### config.mk
export PLATFORM = sky130hd
export DESIGN_NAME = rgdmf_div
export DESIGN_NICKNAME = d
export VERILOG_FILES = /design/src/rgdmf_div.sv
export SDC_FILE = /design/constraint.sdc
export NUM_CORES = 1
export LEC_CHECK = 0
export BUFFER_PORTS_ARGS = -buffer_cell sky130_fd_sc_hd__buf_2
export CAP_MARGIN = 30
export CORE_ASPECT_RATIO = 0.7
export CORE_UTILIZATION = 40
export DETAILED_ROUTE_END_ITERATION = 10
export GPL_ROUTABILITY_DRIVEN = 0
export PLACE_DENSITY = 0.65
export SETUP_SLACK_MARGIN = 0.15
export SYNTH_ARGS = -nofsm -noshare
export SYNTH_HDL_FRONTEND = slang
export SYNTH_SLANG_ARGS = --single-unit
### constraint.sdc
create_clock -name clk_i -period 2.28 [get_ports clk_i]
set_input_delay 0.228 -clock clk_i [delete_from_list [all_inputs] [get_ports clk_i]]
set_output_delay 0.228 -clock clk_i [all_outputs]
set_load 0.01 [all_outputs]
### src/rgdmf_div.sv
`timescale 1ns / 1ps
// ----------------------------------------------------------------------------
// Iterative unsigned divider
// Restoring division, one quotient bit per cycle.
// ----------------------------------------------------------------------------
module rgdmf_div #(
  parameter int unsigned NW = 27,
  parameter int unsigned DW = 6
) (
  input  logic          clk_i,
  input  logic          rst_ni,
  input  logic          start_i,
  input  logic [NW-1:0] num_i,
  input  logic [DW-1:0] den_i,
  output logic          done_o,
  output logic [NW-1:0] quot_o
);

  localparam int unsigned SW = $clog2(NW + 1);

  logic          busy_q, busy_d;
  logic          done_q, done_d;
  logic [SW-1:0] step_q, step_d;
  logic [NW-1:0] num_q, num_d;
  logic [DW:0]   rem_q, rem_d;
  logic [DW-1:0] den_q, den_d;
  logic [DW:0]   rem_sh;
  logic          qbit;

  always_comb begin
    busy_d = busy_q;
    done_d = 1'b0;
    step_d = step_q;
    num_d  = num_q;
    rem_d  = rem_q;
    den_d  = den_q;
    rem_sh = {rem_q[DW-1:0], num_q[NW-1]};
    qbit   = (rem_sh >= {1'b0, den_q});
    if (start_i) begin
      busy_d = 1'b1;
      step_d = '0;
      num_d  = num_i;
      rem_d  = '0;
      den_d  = den_i;
    end else if (busy_q) begin
      rem_d  = qbit ? (rem_sh - {1'b0, den_q}) : rem_sh;
      num_d  = {num_q[NW-2:0], qbit};
      step_d = step_q + SW'(1);
      if (step_q == SW'(NW - 1)) begin
        busy_d = 1'b0;
        done_d = 1'b1;
      end
    end
  end

  always_ff @(posedge clk_i or negedge rst_ni) begin
    if (!rst_ni) begin
      busy_q <= 1'b0;
      done_q <= 1'b0;
      step_q <= '0;
    end else begin
      busy_q <= busy_d;
      done_q <= done_d;
      step_q <= step_d;
    end
  end

  always_ff @(posedge clk_i) begin
    num_q <= num_d;
    rem_q <= rem_d;
    den_q <= den_d;
  end

  assign done_o = done_q;
  assign quot_o = num_q;

endmodule

==> results of run 1 <==
[per-layer routing]
layer / routed length, µm / vias up
met2: 2108 / 28
met5: 0 / -
met4: 0 / 0
li1: - / 750
met1: 2019 / 677
met3: 153 / 0
[cell families after synthesis]
logic type | after synthesis | synth area share, %
flops | 46 | 57.88
simple gates | 36 | 7.996
mux | 32 | 15.88
compound gates | 18 | 6.644
buf+inv | 17 | 2.872
fa+ha+maj | 10 | 5.969
xor+xnor | 7 | 2.759
[stage by stage]
step                      std cells  hold WS, ns  power (mW)  util, %  area, µm²
final                           310       0.1077       2.421    52.82       2791
after CTS                       306       0.1018       2.349    52.08       2753
after global placement          297      0.07015       1.746    49.88       2636
after global routing            310      0.09591       2.550    52.82       2791
after floorplan                 166     -0.06759       1.560        -       2222
after detailed placement        297      0.06913       1.752    49.88       2636
[what timing repair did]
action,CTS,global route
hold endpoints to repair,7,0
buffers inserted,0,3
endpoints found under the setup margin,0,5
hold buffers,1,0
[sequential cells by signal (all words and copies together) (netlist names)]
register / count
rem_q: 6
step_q: 5
quot_o: 27
busy_q: 1
done_o: 1
den_q: 6
[cell usage in the layout, fill, tap and decap left out, types with 2 or more instances in the layout]
master / n
inv_1: 10
dfxtp_1: 6
buf_2: 63
a21o_1: 3
xor2_1: 5
nor3b_1: 2
ha_1: 9
dfrtp_1: 7
mux2i_1: 6
nand2b_1: 3
a21oi_1: 4
buf_4: 5
mux2_2: 26
a211oi_1: 3
xnor2_1: 2
nor2_1: 17
edfxtp_1: 33
nand2_1: 5
clkbuf_8: 5
nand4_1: 2
clkbuf_1: 2
nor2b_1: 3
[synth_stat cells]
| library cell | instances |
|---|---|
| a41oi_4 | 1 |
| nand2_1 | 5 |
| or2_2 | 1 |
| nor2_1 | 17 |
| xnor2_1 | 2 |
| nor4b_1 | 1 |
| dfrtp_1 | 7 |
| fa_1 | 1 |
| ha_1 | 9 |
| a211oi_1 | 3 |
| clkbuf_1 | 6 |
| edfxtp_1 | 33 |
| xor2_1 | 5 |
| o311ai_0 | 1 |
| mux2_2 | 26 |
| o21ai_1 | 1 |
| nand4b_1 | 1 |
| nor3b_1 | 2 |
| a211o_1 | 1 |
| mux2i_1 | 6 |
| a221oi_1 | 1 |
| dfxtp_1 | 6 |
| a211o_2 | 1 |
| inv_1 | 10 |
| nand4_1 | 2 |
| o21ai_0 | 1 |
| buf_1 | 1 |
| a21o_1 | 3 |
| a311oi_1 | 1 |
| nor2b_1 | 3 |
| nand2b_1 | 3 |
| a21oi_1 | 4 |
| or3_1 | 1 |
[where the power goes]
| part | switching, mW | internal, mW |
|---|---|---|
| clock | 0.257 | 0.328 |
| combinational | 0.383 | 0.369 |
| sequential | 0.0664 | 1.02 |
[worst max-delay path, delay by kind of cell (launching register included)]
family / cells / cell delay [ns]
fa+ha+maj: 1 / 0.40
compound gates: 4 / 0.94
flops: 1 / 0.32
mux: 1 / 0.27
buf+inv: 1 / 0.04
[cell type report]
cell class / count / area (µm²) / area share (%)
well taps: 72 / 90.09 / 3.227
clock buffers: 7 / 76.32 / 2.734
clock inverters: 1 / 30.03 / 1.076
flip-flops and latches: 46 / 1286 / 46.08
repair buffers: 70 / 382.9 / 13.72
multi-input cells: 104 / 888.4 / 31.82
inverters: 10 / 37.54 / 1.345
[worst min-delay path by stage]
stage / start / endpoint / slack [ns] / cells after the start
2_1_floorplan: rst_ni / busy_q / -0.07 / 0
3_3_place_gp: rst_ni / step_q[3] / 0.07 / 1
3_5_place_dp: rst_ni / step_q[3] / 0.07 / 1
4_1_cts: den_i[2] / den_q[2] / 0.10 / 1
5_1_grt: den_i[5] / den_q[5] / 0.1 / 1
6_report: den_i[2] / den_q[2] / 0.11 / 1
==> impl_metrics.csv, run 1 <==
group,metric,value,unit
status,status,"complete, no violations",
grt,grt_max_degree,40,
grt,globalRouteMet2Util,23.86,%
grt,grt_pass1_vias,1410,
critical_path,cp_cell_sequence,"inv_1 > ha_1 > a21o_1 > a211o_1 > a41oi_4 > mux2i_1 > a211oi_1",
critical_path,cpMaxStageDelayCell,"ha_1",
timing,drv_slew,0,
final_layout,area_delta_synth_final,25.62,%
timing,slew_headroom,74.22,%
timing,fin_crit_sh,91.72,%
grt,grt_pass1_wl,6.603,mm
detailed_routing,ant_nets,0,
yosys,synth_area,2222,µm²
timing,period_needed,2.091,ns
yosys,synth_top_area_cell,"edfxtp_1",
critical_path,cp.arrival,2.26,ns
clock_network,cts-resized-gates,0,
critical_path,timing.rr.start,"den_q[4]",
critical_path,crit_type,"flop to flop",
clock_network,cts_tree,"done",
grt,grt_remaining_overflow,0,
floorplanning,die_area,5862,µm²
timing,finalHoldViolCount,0,
yosys,synth_area_leaders,"edfxtp_1 (45%), mux2_2 (13%), dfrtp_1 (7.9%), dfxtp_1 (5.4%), ha_1 (5.1%)",
detailed_routing,wl,4.281,mm
critical_path,slowest_delay,0.40,ns
floorplanning,die_height,64.36,µm
grt,grt_use_met3,3.690,%
yosys,yosysWarnings,0,
final_layout,fin_nets,283,
yosys,yosysUniqueCellTypes,33,
critical_path,worstReg2RegEnd,"rem_q[2]",
yosys,postSynthAreaPerCell,13.39,µm²
timing,setup_slack,0.1888,ns
timing,grt_setup_unrepaired,"no",
detailed_routing,drt_iter0_markers,51,
clock_network,cts.sinks,46,
power_and_ir_drop,p_leak,1.246,nW
critical_path,r2r_cells,7,
worst_hold_path,holdCritPathClass,"primary input to flop",
timing,worst_slew_pin_slew,0.3841,ns
yosys,syn-num-nets,212,
critical_path,path_max_fanout,6,
timing,clock_skew,0.003405,ns
critical_path,critical_path.endpoint,"rem_q[2]",
critical_path,required,2.45,ns
timing,tns,0,ns
floorplanning,rows,22,
grt,grt.total_usage,14.63,%
detailed_routing,vias_per_cell,4.694,
grt,grt_use_met1,19.86,%
power_and_ir_drop,ir_drop,0.0003302,V
detailed_routing,drc,0,
floorplanning,ios,64,
place,io_buffers,63,
floorplanning,die_x,91.09,µm
clock_network,cts_buffers,5,
clock_network,cts_root_buf,"clkbuf_8",
place,post-place-ws,0.1907,ns
grt,grt_most_used_layer,"met2",
detailed_routing,dr.pass1.iters,4,
run,drv_cap,0,
detailed_routing,vias,1455,
yosys,seq_area_frac_synth,57.88,%
final_layout,drive_gt1_share,44.12,%
critical_path,end_kind,"flop",
timing,max_freq,478.2,MHz
critical_path,startpoint,"den_q[4]",
yosys,postSynthRegisterBits,46,
clock_network,clockBufferDepth,2,
clock_network,cts_max_level,2,
clock_network,clkLatencyLatePin,0.29,ns
critical_path,r2r_slack,0.19,ns
clock_network,cts.clk_slew.worst_paths,0.08,ns
grt,grt_antenna_before_repair,0,
floorplanning,fp.coreArea,5285,µm²
power_and_ir_drop,power-per-cell-area,867.2,nW/µm²
final_layout,n_antenna_cell,0,
floorplanning,start_util,42.05,%
yosys,synth_cells,166,
final_layout,nFillCells,487,
detailed_routing,wl_per_cell,13.81,µm
yosys,synth_top_area_share,44.59,%
place,dp_hpwl,3.007,mm
critical_path,start_kind,"flop",
timing,final-setup-viol-count,0,
(Power assumes the default switching activity.)
==> run 2: changes to the inputs <==
==> constraint.sdc (replaced) <==
create_clock -name clk_i -period 2.4 [get_ports clk_i]
set_input_delay 0.24 -clock clk_i [delete_from_list [all_inputs] [get_ports clk_i]]
set_output_delay 0.24 -clock clk_i [all_outputs]
set_load 0.01 [all_outputs]
==> run 2 against run 1 <==
Net effect:
- global-route usage decreased by 0.40 points
- design area decreased by 1.7%
- wire length shrank 6.5%
- non-clock buffer count decreased by 4
- cell count is 1.6% lower
==> impl_metrics.csv, run 2 (synthesis gave the netlist of run 1 again) <==
group,metric,value,unit
clock_network,cts.clk_slew.worst_paths,0.08,ns
detailed_routing,wl,4.001,mm
timing,slew_headroom,58.17,%
final_layout,fin_nets,278,
critical_path,worstReg2RegEnd,"rem_q[2]",
critical_path,required,2.60,ns
final_layout,multi_input_area,872.1,µm²
floorplanning,die_x,91.09,µm
worst_hold_path,min_from,"den_i[3]",
grt,grt_pass1_wl,6.444,mm
detailed_routing,wl_per_cell,13.12,µm
clock_network,cts-resized-gates,0,
power_and_ir_drop,power,2.204,mW
grt,grt_remaining_overflow,0,
grt,grt_max_degree,35,
timing,finalHoldViolCount,0,
critical_path,cp.arrival,2.27,ns
timing,grt_setup_unrepaired,"no",
timing,setup_slack,0.3369,ns
place,dp_hpwl,2.870,mm
place,io_buffers,63,
worst_hold_path,holdCritPathClass,"primary input to flop",
final_layout,largest_reg_flops,27,
timing,clock_skew,0.002377,ns
clock_network,cts_buffers,5,
grt,grt_antenna_before_repair,0,
detailed_routing,vias_per_cell,4.823,
critical_path,end_kind,"flop",
final_layout,regArea,1286,µm²
critical_path,start_kind,"flop",
power_and_ir_drop,ir_drop,0.0002834,V
floorplanning,rows,22,
clock_network,post-cts-setup-buffers,0,
detailed_routing,vias,1471,
clock_network,clkLatencyLatePin,0.29,ns
timing,fin_crit_sh,85.96,%
timing,drv_slew,0,
final_layout,area_delta_synth_final,23.54,%
floorplanning,fp.coreArea,5285,µm²
floorplanning,start_util,42.05,%
critical_path,path_max_fanout,10,
timing,period_needed,2.063,ns
floorplanning,die_area,5862,µm²
clock_network,cts.sinks,46,
worst_hold_path,hold_depth,1,
clock_network,cts_root_buf,"clkbuf_8",
timing,final-setup-viol-count,0,
critical_path,r2r_slack,0.34,ns
detailed_routing,ant_nets,0,
final_layout,fin_util,51.94,%
detailed_routing,drt_iter0_markers,73,
place,post-place-ws,0.3486,ns
final_layout,n_antenna_cell,0,
grt,grt.total_usage,14.23,%
detailed_routing,dr.pass1.iters,4,
critical_path,timing.rr.start,"den_q[4]",
timing,max_freq,484.7,MHz
clock_network,cts_max_level,2,
clock_network,cts_tree,"done",
timing,tns,0,ns
final_layout,drive_gt1_share,42.92,%
run,drv_cap,0,
floorplanning,die_height,64.36,µm
status,status,"complete, no violations",
grt,grt_pass1_vias,1390,
final_layout,final_cell_mix,"buf_2 (63), edfxtp_1 (33), mux2_2 (26), nor2_1 (17), inv_1 (10)",
floorplanning,ios,64,
clock_network,clockBufferDepth,2,
critical_path,r2r_cells,7,
timing,worst_slew_pin_slew,0.6274,ns
detailed_routing,drc,0,
power_and_ir_drop,power-per-cell-area,802.9,nW/µm²
final_layout,nFillCells,470,
power_and_ir_drop,p_leak,1.227,nW
critical_path,crit_type,"flop to flop",
final_layout,final_common_cell,"buf_2",
worst_hold_path,holdPathEnd,"den_q[3]",
[run 2: changes by cell type in the layout (fill, tap and decap cells not counted)]
cell,before,now
a41oi_2,1,0
buf_4,5,1
[run 2: worst max path at each step]
stage / startpoint / to / cells after the start
3_5_place_dp: den_q[4] / rem_q[1] / 7
6_report: den_q[4] / rem_q[2] / 7
3_3_place_gp: den_q[4] / rem_q[1] / 7
5_1_grt: den_q[4] / rem_q[2] / 7
2_1_floorplan: den_q[4] / rem_q[1] / 7
4_1_cts: den_q[4] / rem_q[2] / 7
[run 2: critical path, stage by stage, from the launching register on]
cell and delay [ns]:
edfxtp_1 0.32, inv_1 0.04, ha_1 0.36, a21o_1 0.20, a211o_1 0.32, a41oi_4 0.35
mux2i_1 0.15, a211oi_1 0.25
[run 2: cell type report]
type | instances | share of cell area (%)
well taps | 72 | 3.282
flip-flops and latches | 46 | 46.85
repair buffers | 66 | 12.85
clock inverters | 1 | 1.094
inverters | 10 | 1.367
multi-input cells | 103 | 31.77
clock buffers | 7 | 2.780
[run 2: per-stage QoR]
step | area [µm²] | hold slack [ns] | cells
6_report | 2745 | 0.1237 | 305
3_5_place_dp | 2629 | 0.08507 | 296
2_1_floorplan | 2222 | -0.05559 | 166
4_1_cts | 2745 | 0.1090 | 305
5_1_grt | 2745 | 0.1083 | 305
3_3_place_gp | 2629 | 0.08230 | 296
[run 2: repair_timing]
item / 4_1_cts / 5_1_grt
hold buffers: 1 / 0
endpoints found under the hold margin: 7 / 0
endpoints found under the setup margin: 0 / 0
[run 2: power breakdown]
| part | internal, mW | total [mW] | switching [mW] | leakage (nW) |
|---|---|---|---|---|
| combinational | 0.301 | 0.619 | 0.319 | 0.690 |
| sequential | 0.967 | 1.03 | 0.0635 | 0.485 |
| clock | 0.312 | 0.555 | 0.243 | 0.0524 |
[run 2: layer usage]
layer,share of wire [%],global-route usage (%)
met1,50,19.38
met2,45,22.54
met3,4.0,3.214
met4,0.77,4.762
met5,0,0
==> run 3: changes to the inputs <==
--- a/config.mk
+++ b/config.mk
@@ -7,7 +7,6 @@
 export LEC_CHECK = 0
 export BUFFER_PORTS_ARGS = -buffer_cell sky130_fd_sc_hd__buf_2
 export CAP_MARGIN = 30
-export CORE_ASPECT_RATIO = 0.7
 export CORE_UTILIZATION = 40
 export DETAILED_ROUTE_END_ITERATION = 10
 export GPL_ROUTABILITY_DRIVEN = 0
==> run 3 against run 2 <==
Net effect:
- clock power rose by 1%
- sequential power barely moved
- wire length rose by 0.20%
- combinational power fell by 2%
- via count fell by 1.5%
- power fell by 0.32%
- register-to-register slack barely moved
- utilization rose by 0.42 points
- critical path depth did not move
- non-clock buffer count did not move
- cell count fell by 0.66%
- global-route usage rose by 0.85 points
- largest power group unchanged
==> impl_metrics.csv, run 3 (synthesis gave the netlist of run 1 again) <==
group,metric,value,unit
critical_path,end_kind,"flop",
timing,fin_crit_sh,85.74,%
clock_network,cts_max_level,2,
floorplanning,die_area,5858,µm²
grt,grt_max_degree,40,
final_layout,multi_input_area,872.1,µm²
detailed_routing,dr.pass1.iters,4,
detailed_routing,drt_iter0_markers,100,
timing,final-setup-viol-count,0,
final_layout,n_antenna_cell,0,
floorplanning,rows,26,
timing,setup_slack,0.3422,ns
place,dpl_cell_area,2626,µm²
power_and_ir_drop,power-per-cell-area,801.1,nW/µm²
clock_network,cts.clk_slew.worst_paths,0.08,ns
detailed_routing,drc,0,
detailed_routing,vias,1449,
final_layout,fin_nets,278,
grt,grt_pass1_vias,1476,
final_layout,area_delta_synth_final,23.42,%
final_layout,drive_gt1_share,42.92,%
clock_network,clockBufferDepth,2,
final_layout,nFillCells,472,
critical_path,r2r_slack,0.34,ns
detailed_routing,vias_per_cell,4.782,
clock_network,cts_buffers,5,
worst_hold_path,holdCritPathClass,"primary input to flop",
floorplanning,die_height,76.54,µm
timing,slew_headroom,58.78,%
grt,grt_remaining_overflow,0,
timing,tns,0,ns
grt,grt_pass1_wl,6.844,mm
critical_path,cp.arrival,2.25,ns
clock_network,clkLatencyLatePin,0.29,ns
clock_network,cts_root_buf,"clkbuf_8",
timing,worst_slew_pin_slew,0.6183,ns
final_layout,final_cell_mix,"buf_2 (63), edfxtp_1 (33), mux2_2 (26), nor2_1 (17), inv_1 (10)",
clock_network,cts_tree,"done",
timing,finalHoldViolCount,0,
timing,holdWs,0.1151,ns
critical_path,start_kind,"flop",
timing,max_freq,486.0,MHz
run,drv_cap,0,
detailed_routing,ant_nets,0,
clock_network,cts.sinks,46,
detailed_routing,wl_per_cell,13.23,µm
power_and_ir_drop,power,2.197,mW
final_layout,largest_reg_flops,27,
critical_path,required,2.59,ns
timing,grt_setup_unrepaired,"no",
power_and_ir_drop,p_leak,1.227,nW
place,io_buffers,63,
timing,period_needed,2.058,ns
floorplanning,fp.coreArea,5238,µm²
final_layout,design_area,2743,µm²
critical_path,path_max_fanout,10,
timing,drv_slew,0,
final_layout,regArea,1286,µm²
detailed_routing,wl,4.009,mm
timing,clock_skew,0.006806,ns
floorplanning,ios,64,
place,post-place-ws,0.3360,ns
critical_path,crit_type,"flop to flop",
grt,grt_antenna_before_repair,0,
final_layout,final_common_cell,"buf_2",
grt,grt.total_usage,15.08,%
floorplanning,die_x,76.54,µm
power_and_ir_drop,ir_drop,0.0004134,V
place,dp_hpwl,2.914,mm
status,status,"complete, no violations",
floorplanning,start_util,42.43,%
==> run 3: cell counts in the layout (fill, tap and decap cells not counted) <==
Identical to the previous run, type by type.
==> run 3: path summary, 6_finish.rpt <==
| path | depth (start not counted) | start | endpoint |
|---|---|---|---|
| max | 7 | den_q[4] | rem_q[1] |
| min | 1 | den_i[1] | den_q[1] |
| max reg2reg | 7 | den_q[4] | rem_q[1] |
| min reg2reg | 2 | rem_q[5] | rem_q[5] |
| max in group asynchronous | 2 | rst_ni | done_o |
| min in group asynchronous | 2 | rst_ni | step_q[2] |
==> run 3: worst max-delay path, cell delays in order, from the launching register on <==
cell and delay, ns:
edfxtp_1 0.33, inv_1 0.04, ha_1 0.36, a21o_1 0.19
a211o_1 0.31, a41oi_4 0.36, nor4b_1 0.09, a211o_2 0.27
==> run 3: stage by stage <==
step	utilization, %	instances
global placement	50.14	294
detailed placement	50.14	294
floorplan	-	166
CTS	52.36	303
finish	52.36	303
global route	52.36	303
==> run 3: per-layer routing <==
metal  GRT usage, %  part of all wire, %
met1          19.72                   48
met2          22.79                   44
met3          4.910                  6.0
met5              0                    0
met4          6.538                  2.0
==> run 3: timing repair <==
| item | 4_1_cts | 5_1_grt |
|---|---|---|
| resized for setup | 0 | 0 |
| hold endpoints to repair | 7 | 0 |
| setup buffers | 0 | 0 |
| hold buffers | 1 | 0 |
==> run 3: power breakdown <==
| part | switching (mW) | total, mW | internal (mW) | leakage [nW] |
|---|---|---|---|---|
| registers | 0.0637 | 1.03 | 0.967 | 0.485 |
| logic | 0.307 | 0.605 | 0.299 | 0.690 |
| clock network | 0.249 | 0.561 | 0.312 | 0.0524 |
==> run 3: cell type report <==
type,instances,share of cell area [%]
Timing Repair Buffer,66,12.86
Tap cell,70,3.193
Clock buffer,7,2.783
Clock inverter,1,1.095
Multi-Input combinational cell,103,31.80
Inverter,10,1.369
Sequential cell,46,46.90
